File: src/hdl/assert_macros.svh
// ----------------------------------------------------------------------------
// assert_macros.svh
// concurrent assertion helpers, compiled out when ASSERT_OFF is defined
// ----------------------------------------------------------------------------
`ifndef ASSERT_MACROS_SVH
`define ASSERT_MACROS_SVH

`ifndef ASSERT_OFF

// antecedent implies consequent in the same cycle
`define ASSERT_IMPLY(label, clk, rst, ante, cons) \
   label: assert property (@(posedge clk) disable iff (rst) (ante) |-> (cons)) \
      else $error("assertion failed: implication");

// condition must never hold
`define ASSERT_NEVER(label, clk, rst, cond) \
   label: assert property (@(posedge clk) disable iff (rst) !(cond)) \
      else $error("assertion failed: forbidden condition");

`else

`define ASSERT_IMPLY(label, clk, rst, ante, cons)
`define ASSERT_NEVER(label, clk, rst, cond)

`endif

`endif

File: src/hdl/lst_pkg.sv
// ----------------------------------------------------------------------------
// lst_pkg
// types and constants for the lcd scanline timing and status block
// ----------------------------------------------------------------------------
package lst_pkg;

   // dot widths of the fixed phases of a visible line
   localparam int unsigned OAM_DOTS  = 80;
   localparam int unsigned XFER_DOTS = 172;

   // bit positions in the stat enable field
   localparam int unsigned EN_HBLANK = 0;
   localparam int unsigned EN_VBLANK = 1;
   localparam int unsigned EN_OAM    = 2;
   localparam int unsigned EN_COINC  = 3;

   typedef enum logic [1:0] {
      MODE_HBLANK = 2'd0,
      MODE_VBLANK = 2'd1,
      MODE_OAM    = 2'd2,
      MODE_XFER   = 2'd3
   } lcd_mode_type;

   typedef struct packed {
      logic [3:0] machine_cycles;
      logic       lcd_on;
      logic [7:0] line_compare;
      logic [3:0] stat_enables;
   } req_item_type;

   typedef struct packed {
      logic [1:0] lcd_mode;
      logic [7:0] line_number;
      logic       coincidence;
      logic       vblank_request;
      logic       stat_request;
      logic       draw_request;
      logic [7:0] draw_line;
   } rsp_item_type;

endpackage

File: src/hdl/lst_step.sv
// ----------------------------------------------------------------------------
// lst_step
// timing state registers and the per-request update of counter, line and mode
// ----------------------------------------------------------------------------
module lst_step
   import lst_pkg::*;
#(
   parameter int unsigned DOTS_PER_LINE = 456,
   parameter int unsigned VISIBLE_LINES = 144,
   parameter int unsigned LAST_LINE     = 153
) (
   input  logic         clock,
   input  logic         reset,
   input  logic         step,
   input  req_item_type item,
   output rsp_item_type result
);

   localparam logic [8:0] DOTS_RELOAD = 9'(DOTS_PER_LINE);
   localparam logic [8:0] OAM_START   = 9'(DOTS_PER_LINE - OAM_DOTS);
   localparam logic [8:0] XFER_START  = 9'(DOTS_PER_LINE - OAM_DOTS - XFER_DOTS);
   localparam logic [8:0] VIS_LINE    = 9'(VISIBLE_LINES);
   localparam logic [8:0] LAST_LINE9  = 9'(LAST_LINE);

   logic [8:0]   dot_ff, dot_in;
   logic [7:0]   line_ff, line_in;
   lcd_mode_type mode_ff, mode_in;
   logic         coinc_ff, coinc_in;

   lcd_mode_type mode;
   logic         req_en;
   logic         coinc;
   logic [5:0]   dots_used;
   logic [9:0]   rest;
   logic         line_done;
   logic [8:0]   next_line;

   always_ff @(posedge clock) begin
      if (reset) begin
         dot_ff   <= DOTS_RELOAD;
         line_ff  <= '0;
         mode_ff  <= MODE_HBLANK;
         coinc_ff <= 1'b0;
      end else if (step) begin
         dot_ff   <= dot_in;
         line_ff  <= line_in;
         mode_ff  <= mode_in;
         coinc_ff <= coinc_in;
      end
   end

   always_comb begin
      // mode from the position before this request's dots are counted
      if ({1'b0, line_ff} >= VIS_LINE) begin
         mode = MODE_VBLANK;
      end else if (dot_ff >= OAM_START) begin
         mode = MODE_OAM;
      end else if (dot_ff >= XFER_START) begin
         mode = MODE_XFER;
      end else begin
         mode = MODE_HBLANK;
      end

      unique case (mode)
         MODE_HBLANK: req_en = item.stat_enables[EN_HBLANK];
         MODE_VBLANK: req_en = item.stat_enables[EN_VBLANK];
         MODE_OAM:    req_en = item.stat_enables[EN_OAM];
         MODE_XFER:   req_en = 1'b0;
         default:     req_en = 1'b0;
      endcase

      coinc     = (line_ff == item.line_compare);
      dots_used = {item.machine_cycles, 2'b00};
      rest      = {1'b0, dot_ff} - {4'b0000, dots_used};
      line_done = rest[9] || (rest == '0);
      next_line = {1'b0, line_ff} + 9'd1;

      dot_in   = dot_ff;
      line_in  = line_ff;
      mode_in  = mode;
      coinc_in = coinc;

      result.lcd_mode       = mode;
      result.line_number    = line_ff;
      result.coincidence    = coinc;
      result.vblank_request = 1'b0;
      result.stat_request   = (req_en && (mode != mode_ff))
                              || (coinc && item.stat_enables[EN_COINC]);
      result.draw_request   = 1'b0;
      result.draw_line      = '0;

      if (!item.lcd_on) begin
         // display off: park at the top of the frame in vblank
         dot_in   = DOTS_RELOAD;
         line_in  = '0;
         mode_in  = MODE_VBLANK;
         coinc_in = coinc_ff;
         result.lcd_mode     = MODE_VBLANK;
         result.line_number  = '0;
         result.coincidence  = coinc_ff;
         result.stat_request = 1'b0;
      end else if (line_done) begin
         // carry the overshoot into the new line
         dot_in = DOTS_RELOAD + rest[8:0];
         priority if (next_line == VIS_LINE) begin
            result.vblank_request = 1'b1;
            line_in = next_line[7:0];
         end else if (next_line > LAST_LINE9) begin
            result.draw_request = 1'b1;
            line_in = '0;
         end else if (next_line < VIS_LINE) begin
            result.draw_request = 1'b1;
            result.draw_line    = next_line[7:0];
            line_in = next_line[7:0];
         end else begin
            line_in = next_line[7:0];
         end
         result.line_number = line_in;
      end else begin
         dot_in = rest[8:0];
      end
   end

endmodule

File: src/hdl/lst_rsp_reg.sv
// ----------------------------------------------------------------------------
// lst_rsp_reg
// result register holding one response until the consumer takes it
// ----------------------------------------------------------------------------
module lst_rsp_reg
   import lst_pkg::*;
(
   input  logic         clock,
   input  logic         reset,
   input  logic         load_valid,
   input  rsp_item_type load_item,
   output logic         load_ready,
   output logic         rsp_valid,
   input  logic         rsp_stall,
   output rsp_item_type rsp_item
);

   logic         valid_ff, valid_in;
   rsp_item_type item_ff, item_in;

   assign load_ready = !valid_ff || !rsp_stall;

   always_comb begin
      valid_in = valid_ff && rsp_stall;
      item_in  = item_ff;
      if (load_valid && load_ready) begin
         valid_in = 1'b1;
         item_in  = load_item;
      end
   end

   always_ff @(posedge clock) begin
      if (reset) begin
         valid_ff <= 1'b0;
      end else begin
         valid_ff <= valid_in;
      end
   end

   always_ff @(posedge clock) begin
      item_ff <= item_in;
   end

   assign rsp_valid = valid_ff;
   assign rsp_item  = item_ff;

endmodule

File: src/hdl/lcd_scanline_timing_stat.sv
// ----------------------------------------------------------------------------
// lcd_scanline_timing_stat
// lcd line timing: dot counter, scan line, mode, stat/vblank/draw requests
// ----------------------------------------------------------------------------
//   channel  direction  handshake           payload
//   req      in         req_valid/req_stall  req_item (cycles, lcd on, compare,
//                                           stat enables)
//   rsp      out        rsp_valid/rsp_stall  rsp_item (mode, line, flags, draw)
//
// one request per clock while rsp is not stalled; an accepted request goes through
// the input register, then the step logic into the result register, and shows
// on rsp from the result register
// the timing state updates in the same cycle the request leaves the input
// register, so consecutive requests see each other's state without bubbles
// reset clears the valid bits and puts the counter at a full line on line 0
// a stall on rsp holds the result register and then backs up into req_stall
// ----------------------------------------------------------------------------
`include "assert_macros.svh"

module lcd_scanline_timing_stat
   import lst_pkg::*;
#(
   parameter int unsigned DOTS_PER_LINE = 456,
   parameter int unsigned VISIBLE_LINES = 144,
   parameter int unsigned LAST_LINE     = 153
) (
   input  logic         clock,
   input  logic         reset,
   input  logic         req_valid,
   output logic         req_stall,
   input  req_item_type req_item,
   output logic         rsp_valid,
   input  logic         rsp_stall,
   output rsp_item_type rsp_item
);

   // input register
   logic         in_valid_ff, in_valid_in;
   req_item_type in_item_ff, in_item_in;

   // hand-off between step logic and result register
   logic         out_ready;
   logic         advance;
   rsp_item_type step_result;

   // the held request moves on whenever the result register can take it
   assign advance   = in_valid_ff && out_ready;
   // input register is free when empty or emptying this cycle
   assign req_stall = in_valid_ff && !out_ready;

   always_comb begin
      in_valid_in = in_valid_ff && !advance;
      in_item_in  = in_item_ff;
      if (req_valid && !req_stall) begin
         in_valid_in = 1'b1;
         in_item_in  = req_item;
      end
   end

   always_ff @(posedge clock) begin
      if (reset) begin
         in_valid_ff <= 1'b0;
      end else begin
         in_valid_ff <= in_valid_in;
      end
   end

   always_ff @(posedge clock) begin
      in_item_ff <= in_item_in;
   end

   // timing state and per-request step, committed only when the request advances
   lst_step #(
      .DOTS_PER_LINE (DOTS_PER_LINE),
      .VISIBLE_LINES (VISIBLE_LINES),
      .LAST_LINE     (LAST_LINE)
   ) u_step (
      .clock  (clock),
      .reset  (reset),
      .step   (advance),
      .item   (in_item_ff),
      .result (step_result)
   );

   // result register, decouples consumer stalls from the step logic
   lst_rsp_reg u_rsp_reg (
      .clock      (clock),
      .reset      (reset),
      .load_valid (in_valid_ff),
      .load_item  (step_result),
      .load_ready (out_ready),
      .rsp_valid  (rsp_valid),
      .rsp_stall  (rsp_stall),
      .rsp_item   (rsp_item)
   );

   // a draw always names the line just entered
   `ASSERT_IMPLY(a_draw_line_match, clock, reset, rsp_valid && rsp_item.draw_request, rsp_item.draw_line == rsp_item.line_number)

   // vblank is requested from the last visible line, never from a vblank line
   `ASSERT_IMPLY(a_vblank_from_visible, clock, reset, rsp_valid && rsp_item.vblank_request, rsp_item.lcd_mode != MODE_VBLANK)

   // draw and vblank requests never coincide
   `ASSERT_NEVER(a_draw_vblank_excl, clock, reset, rsp_valid && rsp_item.draw_request && rsp_item.vblank_request)

   // a held result with a full input register must push back on the requester
   `ASSERT_IMPLY(a_backpressure, clock, reset, rsp_valid && rsp_stall && in_valid_ff, req_stall)

endmodule

File: config.mk
export PLATFORM = sky130hd
export DESIGN_NAME = lcd_scanline_timing_stat
export DESIGN_NICKNAME = d
export VERILOG_FILES = /design/src/hdl/lst_pkg.sv /design/src/hdl/lst_step.sv /design/src/hdl/lst_rsp_reg.sv /design/src/hdl/lcd_scanline_timing_stat.sv
export VERILOG_INCLUDE_DIRS = /design/src /design/src/hdl
export SDC_FILE = /design/constraint.sdc
export NUM_CORES = 1
export LEC_CHECK = 0
export ABC_CLOCK_PERIOD_IN_PS = 5400
export BUFFER_PORTS_ARGS = -buffer_cell sky130_fd_sc_hd__buf_2
export CAP_MARGIN = 10
export CORE_MARGIN = 2
export CORE_UTILIZATION = 35
export DETAILED_ROUTE_END_ITERATION = 12
export HOLD_SLACK_MARGIN = 0.1
export PLACE_DENSITY = 0.61
export SYNTH_ARGS = -nofsm -noshare
export SYNTH_HDL_FRONTEND = slang
export SYNTH_SLANG_ARGS = --single-unit
File: constraint.sdc
create_clock -name clock -period 5.4 [get_ports clock]
set_input_delay 1.08 -clock clock [delete_from_list [all_inputs] [get_ports clock]]
set_output_delay 1.08 -clock clock [all_outputs]
set_load 0.05 [all_outputs]
==> results.md, run 1 <==
* First-pass GRT wire length at 10.9 mm
* Setup bufs post-CTS at 0
* CTS Buffer Depth at 2
* Die Span Y at slightly below 100 microns
* Synth cell types at 60
* Area contributors post-synth: edfxtp_1, dfxtp_1, nand2_1
* GRT overflow at 0
* Residual DRC at 0
* Share of layout cells above drive strength 1 at 0.209
* Pwr Density at around 300 mW/mm^2
* Crit-path cells: inv_1, ha_1, inv_1, fa_1, xor2_1, nor4b_1, mux2i_1, o41ai_4, o21ai_2, o32ai_1
* Synthesis warning total at 0
* Layout Skew at 0.0105 ns
* Fmax at slightly below 300 MHz
* CTS Hold Bufs at 0
* Die area at approximately 0.0097 sq mm
* Net Count, Synth at around 330
* Root buffer cell: clkbuf_8
* Worst Hold Class: register to register
* Clock-pin slew on the worst setup and hold paths at approximately 0.07 ns
* Syn Area/Cell at 10.5 sq um
* H-tree levels at 3
* Initial antenna violation count at 0
* # IOs at 45
* Main synth FF type: edfxtp_1
* Worst Setup Path Type: register to register
* GRT Util Overall at 0.141
* Layout Nets at 365
* RR Startpoint: u_step.dot_ff[2]$_SDFFE_PP0P_
* Final Instance Area at between 0.003 and 0.004 sq mm
* Critical Path AT at approximately 3.5 ns
* Mapped Area at between 0.003 and 0.004 sq mm
* Placed instance area at 0.00338 sq mm
* Worst endpoint required time at 5.55 ns
* DIE WIDTH at a little under 100 microns
* Status: finished, final reports clean
* Drt wl/cell at 14.6 microns
* Antenna fix cells at 0
* P&R area growth vs syn at 15.2%
* Flops & latches, synth at just under 60
* Post-cts sizing count at 0
* Gate Count Post-Synth at just under 300
* Sequential area share after synthesis at 0.505
* Crit path top cell by count: inv_1
* Count leader, synth: edfxtp_1
* Vias in the first global route at 2113
* Total CTS buffers at 9
* Pre-antenna DRT Iters at 4
* R2r worst-path depth at 10
* Slew margin rel. at 0.418
* Top cells by count, synth: edfxtp_1, nand2_1, nor2_1, dfxtp_1, inv_1
* Hold depth at 2
* Post-synth EDFFs at 39
* Yosys top cell area share at 0.377
* GPL Wtd Cong at about 0.91
* Worst Min Path Start: u_step.dot_ff[2]$_SDFFE_PP0P_
* Pleak at approximately 1.3 nW
* Core region area at about 0.0087 sq mm
* Final Cycle Share at 0.622
* Final wirelength at ~6.6 mm
* RSZ-0062 raised after global routing: false
* Initial core utilization at 0.358
* Crit path launch type: register
* Maxcap violations at 0
* ANT nets after route at 0
* Final setup viols at 0
* Worst skew pair latency at approximately 0.33 ns
* TritonCTS Sinks at 59
* Crit path max-delay cell type: o41ai_4
* Pins Over Slew Limit at 0
* Flop-to-flop setup slack at between 2 and 2.5 ns
* Async SR Flop Fraction at 0
* IO Port Bufs at 44
* Iteration-0 DRC Markers at about 120
* CP delay by family, top: compound AO/OA/AOI/OAI gates
* Slowest stage delay, CP at ~0.70 ns
* FF-to-FF End: u_rsp_reg.rsp_item[18]$_DFFE_PP_
* CTS tree: built
* Hold Vio Cnt, Final at 0
* Buffers plus inverters on the worst setup path at 2
* Tightest Pin Transition at about 0.87 ns
* Crit end category: register
* Placement row count at 34
* Vias per cell at between 5 and 6
* Pin count of the biggest net entering global routing at 33
* Setup_tns at 0 ns
* DP HPWL at 4.50 mm
* Largest area contributor in the netlist: edfxtp_1
* Via Count at 2330
* Worst IR drop on VDD at approximately 110 uV
* Critical Path Fanout Max at 15
* Final Critical Period at roughly 3.4 ns
* Endpoint, Worst Hold: u_step.dot_ff[2]$_SDFFE_PP0P_
==> per-stage QoR <==
stage	hold slack, ns	cells	util	power (mW)	worst slack (ns)
5_1_grt	0.497	448	0.413	1.11	1.72
3_3_place_gp	0.458	432	0.389	0.633	2.17
4_1_cts	0.477	448	0.413	1.08	2.07
3_5_place_dp	0.465	432	0.389	0.635	2.08
2_1_floorplan	0.445	296	-	0.605	2.54
6_report	0.480	448	0.413	1.07	2.04
==> per-layer routing <==
metal / vias up / part of all wire / global-route usage
met5: - / 0 / 0
met4: 0 / 0.011 / 0.0622
met3: 4 / 0.048 / 0.0322
met2: 57 / 0.42 / 0.194
met1: 1094 / 0.52 / 0.210
li1: 1175 / - / -
==> cell type report <==
cell class / instances / area (sq um)
fillers: 870 / 5090
flip-flops and latches: 59 / 1570
multi-input cells: 201 / 1360
repair buffers: 47 / 243
well taps: 108 / 135
clock buffers: 11 / 131
clock inverters: 5 / 77.6
inverters: 17 / 63.8
==> how the worst max path moves through the flow <==
stage                                        from                          endpoint  slack (ns)  depth (start not counted)
floorplan                               rsp_stall    u_step.line_ff[2]$_SDFFE_PP0P_        2.54                          8
global route        u_step.dot_ff[2]$_SDFFE_PP0P_  u_rsp_reg.rsp_item[18]$_DFFE_PP_        1.72                         10
global placement    u_step.dot_ff[2]$_SDFFE_PP0P_  u_rsp_reg.rsp_item[18]$_DFFE_PP_        2.17                         10
detailed placement  u_step.dot_ff[2]$_SDFFE_PP0P_  u_rsp_reg.rsp_item[18]$_DFFE_PP_        2.08                         10
CTS                 u_step.dot_ff[2]$_SDFFE_PP0P_  u_rsp_reg.rsp_item[18]$_DFFE_PP_        2.07                         10
finish              u_step.dot_ff[2]$_SDFFE_PP0P_  u_rsp_reg.rsp_item[18]$_DFFE_PP_        2.04                         10
==> where the power goes <==
part / internal, mW / switching (mW) / total [mW]
Sequential: 0.500 / 0.0114 / 0.511
Combinational: 0.0361 / 0.0776 / 0.114
Clock: 0.259 / 0.181 / 0.440
Total: 0.795 / 0.270 / 1.06
==> cells by family after synthesis <==
group | synth area share
AND/OR/NAND/NOR | 0.168
XOR/XNOR | 0.0422
multiplexers | 0.0165
buffers and inverters | 0.0567
adder cells (fa/ha/maj) | 0.0386
AO/OA/AOI/OAI | 0.173
flip-flops | 0.505
==> worst reg2reg max path, stage by stage, from the launching register on <==
cell and delay (ns):
dfxtp_1 0.33, inv_1 0.06, ha_1 0.16, inv_1 0.06
fa_1 0.41, xor2_1 0.23, nor4b_1 0.27, mux2i_1 0.21
o41ai_4 0.71, o21ai_2 0.39, o32ai_1 0.36
==> flip-flops by register name (all words and copies together), names as in the netlist <==
| name | flops |
|---|---|
| u_step.line_ff | 8 |
| u_step.dot_ff | 7 |
| u_step.mode_ff | 2 |
| u_rsp_reg.rsp_item | 22 |
| u_step.coinc_ff | 1 |
| in_valid_ff | 1 |
| in_item_ff | 17 |
| u_rsp_reg.rsp_valid | 1 |
==> cells in the final DEF, fill, tap and decap left out, types with 4 or more instances in the layout <==
cell / Yosys / final
o21a_1: 4 / 4
ha_1: 8 / 8
a21oi_1: 9 / 9
dfxtp_1: 20 / 20
edfxtp_1: 39 / 39
nor3_1: 6 / 6
nand4_1: 5 / 5
buf_2: 3 / 44
nor4_1: 4 / 4
and3_1: 4 / 4
xnor2_1: 13 / 13
o32ai_1: 7 / 7
mux2i_1: 4 / 4
o21ai_0: 8 / 8
inv_1: 17 / 17
or3_1: 4 / 4
nor2_1: 22 / 22
clkbuf_8: 0 / 9
nand3_1: 10 / 10
o2bb2ai_1: 6 / 6
nand2_1: 31 / 31
Note: power is estimated with default switching activity, not from simulation.
==> inputs of run 2 (changes only) <==
--- a/config.mk
+++ b/config.mk
@@ -6,14 +6,14 @@
 export SDC_FILE = /design/constraint.sdc
 export NUM_CORES = 1
 export LEC_CHECK = 0
-export ABC_CLOCK_PERIOD_IN_PS = 5400
+export ABC_CLOCK_PERIOD_IN_PS = 2800
 export BUFFER_PORTS_ARGS = -buffer_cell sky130_fd_sc_hd__buf_2
 export CAP_MARGIN = 10
 export CORE_MARGIN = 2
 export CORE_UTILIZATION = 35
 export DETAILED_ROUTE_END_ITERATION = 12
 export HOLD_SLACK_MARGIN = 0.1
-export PLACE_DENSITY = 0.61
+export PLACE_DENSITY = 0.63
 export SYNTH_ARGS = -nofsm -noshare
 export SYNTH_HDL_FRONTEND = slang
 export SYNTH_SLANG_ARGS = --single-unit
==> constraint.sdc (replaced) <==
create_clock -name clock -period 2.8 [get_ports clock]
set_input_delay 0.56 -clock clock [delete_from_list [all_inputs] [get_ports clock]]
set_output_delay 0.56 -clock clock [all_outputs]
set_load 0.05 [all_outputs]
==> run 2 against run 1 <==
Against the previous run:
- global-route usage grew 0.51 points
- worst hold slack got worse by 0.083 ns
- critical endpoint is now u_step.line_ff[0]$_SDFFE_PP0P_
- core utilization increased by 3.4 points
- via count grew 3.8%
- critical path type unchanged
- sequential share of layout area decreased by 3.3 points
- non-clock buffer count up 21
- cell area grew 8.2%
- die area unchanged
- first-iteration DRC count up 34%
- sequential power up 92%
- register-to-register slack got worse by 2.0 ns
- combinational power increased by 130%
- largest cell class unchanged
- largest power group unchanged
==> results.md, run 2 (synthesis results as in run 1) <==
* Critical Path AT at 2.98 ns (-0.53 ns)
* Initial antenna violation count at 0 (unchanged)
* ANT nets after route at 0 (unchanged)
* Die area at 0.00966 sq mm (unchanged)
* CP Launch Point: in_item_ff[13]$_DFFE_PP_
* Placed cells at 448 (+3.7%)
* # IOs at 45 (unchanged)
* DIE WIDTH at 98.3 microns (unchanged)
* Filler cells at 839 (-3.6%)
* Final Instance Area at 0.00388 sq mm (+8.2%)
* Pwr Density at 531 mW/mm^2 (+79%)
* Vias per cell at 5.16 (-0.83%)
* Pwr Total at 2.06 mW (+93%)
* Total CTS buffers at 9 (unchanged)
* FF-to-FF End: u_step.line_ff[0]$_SDFFE_PP0P_
* Root buffer cell: clkbuf_8
* CTS Buffer Depth at 2 (unchanged)
* Final Cycle Share at 0.974 (+0.352)
* Core region area at 0.00868 sq mm (unchanged)
* RR Startpoint: in_item_ff[13]$_DFFE_PP_
* Crit end category: register
* GPL Wtd Cong at 0.925 (+2.0%)
* Critical Path Fanout Max at 6 (-9)
* H-tree levels at 3 (unchanged)
* Crit path launch type: register
* Placed instance area at 0.00350 sq mm (+3.6%)
* Pins Over Slew Limit at 0 (unchanged)
* Hold WS at 0.397 ns (-0.0826 ns)
* Final Critical Period at 2.73 ns (-0.630 ns)
* Placement row count at 34 (unchanged)
* IO Port Bufs at 44 (unchanged)
* CTS tree: built
* Final setup viols at 0 (unchanged)
* Initial core utilization at 0.358 (unchanged)
* Antenna fix cells at 0 (unchanged)
* Die Span Y at 98.3 microns (unchanged)
* GRT Util Overall at 0.146 (+0.00513)
* Via Count at 2419 (+3.8%)
* Worst Setup EP: u_step.line_ff[0]$_SDFFE_PP0P_
* Most common cell after layout, fill and taps aside: buf_2
* Share of layout cells above drive strength 1 at 0.305 (+0.0959)
* CTS Hold Bufs at 0 (unchanged)
* Setup_tns at 0 ns (unchanged)
* Pleak at 1.42 nW (+10%)
* Clock-pin slew on the worst setup and hold paths at 0.07 ns (about the same)
* Pre-antenna DRT Iters at 4 (unchanged)
* Worst endpoint required time at 3.05 ns (-2.50 ns)
* Maxcap violations at 0 (unchanged)
* Flop-to-flop setup slack at 0.07 ns (-1.97 ns)
* Layout Skew at 0.00823 ns (-0.00229 ns)
* GRT overflow at 0 (unchanged)
* R2r worst-path depth at 12 (+2)
* Final wirelength at 6.81 mm (+3.8%)
* Pin count of the biggest net entering global routing at 32 (-3.0%)
* Fmax at 367 MHz (+23%)
* Iteration-0 DRC Markers at 165 (+34%)
* Worst Hold Class: input port to register
* Tightest Pin Transition at 0.646 ns (-0.224 ns)
* Layout Nets at 386 (+5.8%)
* First-pass GRT wire length at 11.3 mm (+3.3%)
* Drt wl/cell at 14.5 microns (-0.84%)
* Slew margin rel. at 0.566 (+0.148)
* Hold Vio Cnt, Final at 0 (unchanged)
* Vias in the first global route at 2262 (+7.1%)
* Largest register FFs at 22 (unchanged)
* RSZ-0062 raised after global routing: true
* TritonCTS Sinks at 59 (unchanged)
* DP HPWL at 4.89 mm (+8.8%)
* Worst skew pair latency at 0.33 ns (about the same)
* Worst Setup Path Type: register to register
* Most frequent cells in the layout: buf_2, edfxtp_1, nand2_1
* Residual DRC at 0 (unchanged)
* P&R area growth vs syn at 24.7%
* Non-filler cells, final at 469 (+4.7%)
* Status: finished, final reports clean
* Worst IR drop on VDD at 234 uV (+110%)
[run 2: final cells by class]
cell class | count | area, sq um | share of cell area
clock buffers | 10 | 128 | 0.0329
clock inverters | 6 | 80.1 | 0.0207
inverters | 17 | 63.8 | 0.0165
multi-input cells | 201 | 1490 | 0.384
flip-flops and latches | 59 | 1570 | 0.406
well taps | 108 | 135 | 0.0349
repair buffers | 68 | 408 | 0.105
[run 2: report_power, final]
part	total, mW	switching, mW	internal, mW
logic	0.265	0.172	0.0927
registers	0.979	0.0144	0.965
clock network	0.814	0.321	0.493
[run 2: through the flow]
step	utilization	setup WS, ns
floorplan	-	0.187
global placement	0.403	0.0699
detailed placement	0.403	-0.0762
CTS	0.433	-0.00670
global route	0.447	-0.0355
finish	0.447	0.0733
[run 2: critical path: stages, from the launching register on]
cell	delay, ns
edfxtp_1	0.38
ha_4	0.15
inv_2	0.04
fa_2	0.44
and3_4	0.18
or3_4	0.36
o211ai_1	0.20
o41ai_4	0.13
buf_4	0.17
buf_6	0.13
buf_6	0.12
o21a_1	0.17
o32ai_2	0.19
[run 2: how the worst min path moves through the flow]
| stage | start | end | slack (ns) | cells past startpoint |
|---|---|---|---|---|
| floorplan | u_step.dot_ff[2]$_SDFFE_PP0P_ | u_step.dot_ff[2]$_SDFFE_PP0P_ | 0.45 | 2 |
| finish | req_item[2] | in_item_ff[2]$_DFFE_PP_ | 0.40 | 1 |
| CTS | req_item[15] | in_item_ff[15]$_DFFE_PP_ | 0.38 | 1 |
| global placement | u_step.dot_ff[2]$_SDFFE_PP0P_ | u_step.dot_ff[2]$_SDFFE_PP0P_ | 0.46 | 2 |
| detailed placement | u_step.dot_ff[2]$_SDFFE_PP0P_ | u_step.dot_ff[2]$_SDFFE_PP0P_ | 0.47 | 2 |
| global route | req_item[15] | in_item_ff[15]$_DFFE_PP_ | 0.39 | 1 |
[run 2: layer usage]
layer  wire (microns)  up-vias  track usage
li1                 -     1206            -
met5                0        -            0
met4               55        0       0.0569
met3              479        4       0.0315
met1             3220     1128        0.212
met2             3060       81        0.213
[run 2: timing repair]
action | in CTS | in global routing
endpoints found under the setup margin | 12 | 26
setup buffers | 3 | 3
pin swaps | 1 | 6
hold endpoints to repair | 0 | 0
gates resized for setup | 5 | 24
